`config.mk`:
```
export PLATFORM = sky130hd
export DESIGN_NAME = fct_cell
export DESIGN_NICKNAME = d
export VERILOG_FILES = /design/src/sv/fct_pkg.sv /design/src/sv/fct_cell.sv
export VERILOG_INCLUDE_DIRS = /design/src /design/src/sv
export SDC_FILE = /design/constraint.sdc
export NUM_CORES = 2
export LEC_CHECK = 0
export BUFFER_PORTS_ARGS = -buffer_cell sky130_fd_sc_hd__buf_2
export CAP_MARGIN = 20
export CORE_ASPECT_RATIO = 1.2
export CORE_UTILIZATION = 40
export DETAILED_ROUTE_END_ITERATION = 16
export PLACE_DENSITY = 0.62
export SETUP_SLACK_MARGIN = 0.5
export SYNTH_ARGS = -nofsm -noshare
export SYNTH_HDL_FRONTEND = slang
export SYNTH_SLANG_ARGS = --single-unit
```
`constraint.sdc`:
```
create_clock -name clk -period 12.05 [get_ports clk]
set_input_delay 1.205 -clock clk [delete_from_list [all_inputs] [get_ports clk]]
set_output_delay 1.205 -clock clk [all_outputs]
set_load 0.02 [all_outputs]
```
`src/sv/assert_macros.svh`:
```
// Assertion helpers shared by the frustum cull RTL.
// Every macro expects clk and rst in scope; checks are off while rst is high.
`ifndef ASSERT_MACROS_SVH
`define ASSERT_MACROS_SVH

// Same-cycle implication.
`define ASSERT_IMPL(label, ante, cons, msg) \
  label: assert property (@(posedge clk) disable iff (rst) (ante) |-> (cons)) else $error(msg);

// Next-cycle implication.
`define ASSERT_NEXT(label, ante, cons, msg) \
  label: assert property (@(posedge clk) disable iff (rst) (ante) |=> (cons)) else $error(msg);

`endif

```
`src/sv/fct_pkg.sv`:
```
// ----------------------------------------------------------------------------
// fct_pkg
// Shared types and constants for the frustum cull test pipeline.
// ----------------------------------------------------------------------------
package fct_pkg;

  localparam int NumPlanes   = 6;
  localparam int PlaneWidth  = 64;
  localparam int CfgIdxWidth = 3;
  localparam int CoordWidth  = 16;
  localparam int OpWidth     = CoordWidth + 1;
  localparam int ProdWidth   = OpWidth + CoordWidth;
  localparam int DistWidth   = ProdWidth + 3;
  localparam int OffsetShift = 14;
  localparam int RadiusWidth = 15;

  typedef enum logic [1:0] {
    CMD_BOX    = 2'd0,
    CMD_POINT  = 2'd1,
    CMD_SPHERE = 2'd2,
    CMD_NONE   = 2'd3
  } cmd_t;

  // One test as it moves down the row of plane cells.
  typedef struct packed {
    logic                       valid;
    cmd_t                       cmd;
    logic signed [OpWidth-1:0]  lo_x;
    logic signed [OpWidth-1:0]  lo_y;
    logic signed [OpWidth-1:0]  lo_z;
    logic signed [OpWidth-1:0]  hi_x;
    logic signed [OpWidth-1:0]  hi_y;
    logic signed [OpWidth-1:0]  hi_z;
    logic [RadiusWidth-1:0]     radius;
    logic                       done;
    logic                       vis;
  } token_t;

endpackage

```
`src/sv/fct_cell.sv`:
```
// ----------------------------------------------------------------------------
// fct_cell
// One plane cell: holds a plane, multiplies in the first stage, sums and
// decides in the second, then hands the token to the next cell.
// ----------------------------------------------------------------------------
`include "assert_macros.svh"

module fct_cell (
  input  logic                                clk,
  input  logic                                rst,
  input  logic                                plane_we,
  input  logic [fct_pkg::PlaneWidth-1:0]      plane_data,
  input  fct_pkg::token_t                     tok_in,
  output fct_pkg::token_t                     tok_out
);

  localparam int OpW   = fct_pkg::OpWidth;
  localparam int ProdW = fct_pkg::ProdWidth;
  localparam int DistW = fct_pkg::DistWidth;

  logic [fct_pkg::PlaneWidth-1:0] plane;

  logic signed [15:0] coef_a;
  logic signed [15:0] coef_b;
  logic signed [15:0] coef_c;
  logic signed [15:0] coef_d;

  fct_pkg::token_t       mid;
  logic signed [ProdW-1:0] prod_x;
  logic signed [ProdW-1:0] prod_y;
  logic signed [ProdW-1:0] prod_z;
  logic signed [ProdW-1:0] prod_x_next;
  logic signed [ProdW-1:0] prod_y_next;
  logic signed [ProdW-1:0] prod_z_next;

  logic signed [DistW-1:0] plane_sum;
  logic signed [DistW-1:0] rs;
  logic                    is_box;
  fct_pkg::token_t         tok_next;

  // For a box, pick the corner coordinate that maximizes coef * v over {lo, hi}; else lo.
  function automatic logic signed [OpW-1:0] pick_op(
    input logic              box,
    input logic signed [15:0]    coef,
    input logic signed [OpW-1:0] lo,
    input logic signed [OpW-1:0] hi
  );
    logic hi_big;
    hi_big = (hi > lo);
    if (!box) begin
      return lo;
    end else if (coef >= 0) begin
      return hi_big ? hi : lo;
    end else begin
      return hi_big ? lo : hi;
    end
  endfunction

  always_ff @(posedge clk) begin
    if (rst) begin
      plane <= '0;
    end else if (plane_we) begin
      plane <= plane_data;
    end
  end

  assign coef_a = plane[15:0];
  assign coef_b = plane[31:16];
  assign coef_c = plane[47:32];
  assign coef_d = plane[63:48];

  assign is_box = (tok_in.cmd == fct_pkg::CMD_BOX);

  always_comb begin
    prod_x_next = ProdW'(coef_a) * ProdW'(pick_op(is_box, coef_a, tok_in.lo_x, tok_in.hi_x));
    prod_y_next = ProdW'(coef_b) * ProdW'(pick_op(is_box, coef_b, tok_in.lo_y, tok_in.hi_y));
    prod_z_next = ProdW'(coef_c) * ProdW'(pick_op(is_box, coef_c, tok_in.lo_z, tok_in.hi_z));
  end

  always_ff @(posedge clk) begin
    prod_x <= prod_x_next;
    prod_y <= prod_y_next;
    prod_z <= prod_z_next;
    if (rst) begin
      mid <= '0;
    end else begin
      mid <= tok_in;
    end
  end

  always_comb begin
    plane_sum = DistW'(prod_x) + DistW'(prod_y) + DistW'(prod_z)
              + (DistW'(coef_d) <<< fct_pkg::OffsetShift);
    rs   = DistW'($signed({1'b0, mid.radius, {fct_pkg::OffsetShift{1'b0}}}));
    tok_next = mid;
    if (!mid.done) begin
      unique case (mid.cmd)
        fct_pkg::CMD_BOX, fct_pkg::CMD_POINT: begin
          if (plane_sum <= 0) begin
            tok_next.done = 1'b1;
            tok_next.vis  = 1'b0;
          end
        end
        fct_pkg::CMD_SPHERE: begin
          // first plane to decide wins
          if (plane_sum < -rs) begin
            tok_next.done = 1'b1;
            tok_next.vis  = 1'b0;
          end else if (plane_sum < rs && plane_sum > -rs) begin
            tok_next.done = 1'b1;
            tok_next.vis  = 1'b1;
          end
        end
        default: begin
          tok_next.done = 1'b1;
          tok_next.vis  = 1'b1;
        end
      endcase
    end
  end

  always_ff @(posedge clk) begin
    if (rst) begin
      tok_out <= '0;
    end else begin
      tok_out <= tok_next;
    end
  end

  `ASSERT_NEXT(a_cell_advance, mid.valid, tok_out.valid, "token lost inside cell")
  `ASSERT_IMPL(a_cell_keep, tok_out.valid && $past(tok_in.done, 2), tok_out.done && tok_out.vis == $past(tok_in.vis, 2), "earlier decision overwritten")

endmodule

```
* Word-level counts from Yosys, hierarchy flattened
Cells that the tools add are included.
Storage, ports and cells: flip-flop bits (word level) 407, bits of input ports 189, word-level logic and storage cells 66
Operators by class: $add $sub $neg 4, $mul 3, $lt $le $gt $ge 10, eq/ne operators 2, multiplexer cells 17, reductions and logical operators 4
Operator list (number):
- $mux 17 | 12
- $mul 16x17->33 | 3
- $gt 17x17->1 | 3
- $ge 16x1->1 const B | 3
- $add 35x30->36 | 1
- $gt 36x36->1 | 1
- $le 36x1->1 const B | 1
- $lt 36x30->1 | 1
- $lt 36x36->1 | 1
- $neg 29->36 | 1
- $add 34x33->35 | 1
- $add 33x33->34 | 1
- $mux 2 | 4
- $logic_not 2->1 | 2
- $pmux 2 s2 | 1
- $eq 2x1->1 const B | 1
- $eq 2x2->1 const B | 1
- $reduce_or 2->1 | 1
- $logic_and 1x1->1 | 1

* Depth between registers and ports, before layout
depth in word-level cells 9, depth in mapped cells 39, depth with buffers taken out 37

* Worst setup path after synthesis
Ideal clock, no wire load.
kind input -> register, start input port tok_in[86] (netlist bit), end register prod_y[31], arrival time 9429 ps, data required time 11978 ps, slack 2549 ps, cell stages on the path 35, path buffers 2, path through inv_1 ha_1 nor2b_1 o21a_1 o21a_1 o21a_1 o21a_1 o21ai_0 a41oi_1 a31oi_1 mux2i_1 buf_4 mux2_2 clkbuf_1 nand2_1 fa_1 fa_1 fa_1 fa_1 inv_1 fa_1 inv_1 fa_1 inv_1 ha_1 a21oi_1 o21bai_1 a221o_1 a21oi_1 a21oi_1 nor2b_1 or4_1 a31o_2 a21oi_1 xnor2_1
On the way: cells in the longest elaborated chain, start to end 5, elaborated cells between the ends (all ways) 6, those cells by class 1 x mul; 1 x order compare; 4 x mux
Ends and longest elaborated chain:
- from (decl) | RTL line fct_cell.sv:13 | input fct_pkg::token_t tok_in,
- $gt 17x17->1 | RTL line fct_cell.sv:49 | hi_big = (hi > lo);
- $mux 17 (on tied branches) | RTL line fct_cell.sv:55, fct_cell.sv:53
- $mux 17 | RTL line fct_cell.sv:52 | end else if (coef >= 0) begin
- $mux 17 * | RTL line fct_cell.sv:50 | if (!box) begin
- $mul 16x17->33 * | RTL line fct_cell.sv:76 | prod_y_next = ProdW'(coef_b) * ProdW'(pick_op(is_box, coef_b, tok_in.lo_y, tok_in.hi_y));
- named net prod_y_next[31] | RTL line fct_cell.sv:33 | logic signed [ProdW-1:0] prod_y_next;
- to (signal assigned) | RTL line fct_cell.sv:82 | prod_y <= prod_y_next;
- to (decl) | RTL line fct_cell.sv:30 | logic signed [ProdW-1:0] prod_y;
The timed path passes the listed nets; every way through them passes the cells marked *. A chain may end at the register's enable or synchronous reset.

* Final worst setup path
Same ends and word-level chain as after synthesis.

==> flow_metrics.py <==
metrics = {
    "yosys": {
        "yosysMostFrequentCell": "inv_1",
        "synthCells": 5088,
        "syn-num-nets": 6546,
        "synth_seq_area_share_pct": 16.9,
        "synthFlopType": "dfxtp_1",
        "synth_edf_count": 0,
        "syn_avg_cell_area_um2": 9.45,
        "yosys-top-cells-area": "fa_1, dfxtp_1, ha_1",
        "yosys_warnings": 0,
        "synth.ff_latch_count": 407,
        "syn_area_um2": 48100,
        "synth_area_leader_cell": "fa_1",
        "synth_top_cells_by_count": "inv_1, fa_1, nand2_1, dfxtp_1, ha_1",
        "synthDistinctLibCells": 77,
        "ys_async_sr_fraction_pct": 0,
        "yosys.area.top_type_share_pct": 36.7,
    },
    "drt": {
        "finalWirelength_um": 126000,
        "drt_first_iter_violations": 1625,
        "viasPerCell": 4.93,
        "drtPass1Iterations": 5,
        "via_count": 33900,
        "antenna_left": 0,
        "wl_per_cell_um": 18.3,
        "drc": 0,
    },
    "hold_path": {
        "min_path_cells": 1,
        "hold_path.class": "reg -> reg",
    },
    "power": {
        "power_frac_comb_pct": 76.4,
        "totalPowerFinal_mw": 14.4,
        "p_sw_mw": 7.44,
        "peakVddDrop_uv": 241,
        "switching_share_pct": 51.8,
        "p_seq_share_pct": 12.9,
        "leakagePower_nw": 26.7,
        "p_int_mw": 6.92,
        "p_per_area_nw_per_um2": 272,
        "pwr-share-clk_pct": 10.7,
    },
    "layout": {
        "area_growth_pct": 9.59,
        "fillerInstances": 11600,
        "drive_gt1_share_pct": 9.05,
        "layout.nets": 6746,
        "multiInputGateArea_um2": 35200,
        "postLayoutCellArea_um2": 52700,
        "stdcell_count": 6876,
        "regArea_um2": 8150,
        "final_util_pct": 44.1,
    },
    "clock_network": {
        "cts_tree": "yes",
        "cts_hold_buf": 0,
        "cts_setup_buffers": 0,
        "htreeDepth": 2,
        "numCtsBuffers": 48,
        "clock-sinks": 407,
        "cts_buffer_depth": 3,
        "cts_root_buf": "clkbuf_16",
        "cts_resized": 0,
        "clock_latency_ns": 0.65,
        "path_clk_slew_ns": 0.07,
    },
    "sta": {
        "setup_viol_count_final": 0,
        "finClkSkew_ns": 0.0310,
        "tns_ns": 0,
        "worst_pin_slew_ns": 0.988,
        "hold_viol": 0,
        "period_share_pct": 81.2,
        "fmax_mhz": 102,
        "rsz0062_at_grt": "no",
        "maxSlewHeadroom_pct": 32.8,
        "layout_setup_ws_ns": 2.26,
        "layout_min_cycle_time_ns": 9.79,
        "drv_slew": 0,
        "whs_ns": 0.427,
    },
    "floorplanning": {
        "die_w_um": 319,
        "pin_count": 311,
        "start_util_pct": 40.3,
        "die_h_um": 382,
        "rows": 139,
        "dieArea_um2": 122000,
        "core_region_area_um2": 119000,
    },
    "setup_path": {
        "cp_num_buf_inv": 6,
        "rrSetupSlack_ns": 3.60,
        "path_max_fanout": 16,
        "path_delay_family": "adder cells",
        "critPathMaxStageDelay_ns": 0.87,
        "reg2reg_depth": 26,
        "worstPathRequired_ns": 12.62,
        "arrival_ns": 10.36,
        "end_kind": "flip-flop",
        "crit_cells": 35,
        "cpMostUsedCell": "fa_1",
        "worstSetupPathType": "in -> reg",
        "cp-start-kind": "primary input",
        "cp_slowest_cell": "mux2i_2",
    },
    "place": {
        "pre_cts_ws_ns": 1.66,
        "portBuffers": 310,
        "place_area_um2": 51000,
        "hpwl_um": 102000,
        "dp_cells": 6789,
        "gp_congestion": 0.924,
    },
    "global_route": {
        "grt_overflow": 0,
        "antenna_found_initial": 5,
        "grt_pass1_vias": 36600,
        "grt_max_degree": 88,
        "gr-usage-all-layers_pct": 21.4,
        "grt_pass1_wl_um": 204000,
    },
    "outcome": {
        "status": "finished, final reports clean",
    },
    "flow_run": {
        "maxCapViolCount": 0,
    },
}
## metal layers
layer	routed length [um]	track usage [%]	vias to the layer above
met5	10	0	-
met3	6840	3.47	192
met2	61900	37.1	896
met4	4100	6.86	2
li1	-	-	15800
met1	52900	27.1	17000
## flip-flops by register name (all words and copies together), names as in the netlist
signal / flops
mid: 122
tok_out: 122
prod_x: 33
prod_z: 33
plane: 64
prod_y: 33
## worst register-to-register path: stages (launching register included)
cell and delay (ns):
dfxtp_1 0.41, inv_1 0.56, nor2_1 0.14, mux2i_2 0.81, mux2_2 0.58, and2_1 0.25, fa_1 0.54, inv_1 0.05
fa_1 0.46, fa_1 0.50, fa_1 0.55, inv_1 0.05, fa_1 0.47, inv_1 0.05, fa_1 0.48, inv_1 0.04
ha_1 0.33, a21oi_1 0.23, o21bai_1 0.11, a221o_1 0.34, a21oi_1 0.17, a21oi_1 0.14, nor2b_1 0.17, or4_1 0.42
a31o_2 0.25, a21oi_1 0.16, xnor2_1 0.13
## final timing paths
| path | startpoint | to |
|---|---|---|
| min | mid[19] | tok_out[19] |
| max reg2reg | plane[31] | prod_y[31] |
| max | tok_in[86] | prod_y[31] |
| min reg2reg | mid[19] | tok_out[19] |
## power groups by stage
stage / combinational, mW / clock (mW) / sequential (mW)
finish: 11.0 / 1.54 / 1.86
global route: 12.4 / 1.64 / 1.88
CTS: 11.0 / 1.59 / 1.86
detailed placement: 10.9 / 0 / 1.89
global placement: 10.8 / 0 / 1.89
floorplan: 8.03 / 0 / 1.76
## cell type report
| cell class | count | area share [%] |
|---|---|---|
| repair buffers | 322 | 3.14 |
| diodes | 1 | 0.00475 |
| flip-flops and latches | 407 | 15.5 |
| multi-input cells | 3418 | 66.8 |
| clock inverters | 23 | 0.627 |
| well taps | 1551 | 3.68 |
| inverters | 1091 | 7.77 |
| clock buffers | 63 | 2.54 |
## cell families after synthesis
group	Yosys count	synth area share, %
simple gates	1484	15.7
fa+ha+maj	1269	46.8
buf+inv	1263	9.89
flops	407	16.9
compound gates	397	5.39
xor+xnor	148	2.70
mux	120	2.62
## placed cells by master (no fill, tap or decap), types with 61 or more instances in the layout
| cell type | count |
|---|---|
| a21oi_1 | 126 |
| nor2b_1 | 236 |
| nor2_1 | 258 |
| inv_1 | 1089 |
| buf_2 | 308 |
| ha_1 | 387 |
| fa_1 | 882 |
| a21o_1 | 69 |
| and2_1 | 378 |
| dfxtp_1 | 407 |
| nand2_1 | 435 |
| xnor2_1 | 119 |
| mux2i_1 | 72 |
| o21ai_0 | 61 |
No activity file was read; power rests on OpenSTA's default activity.
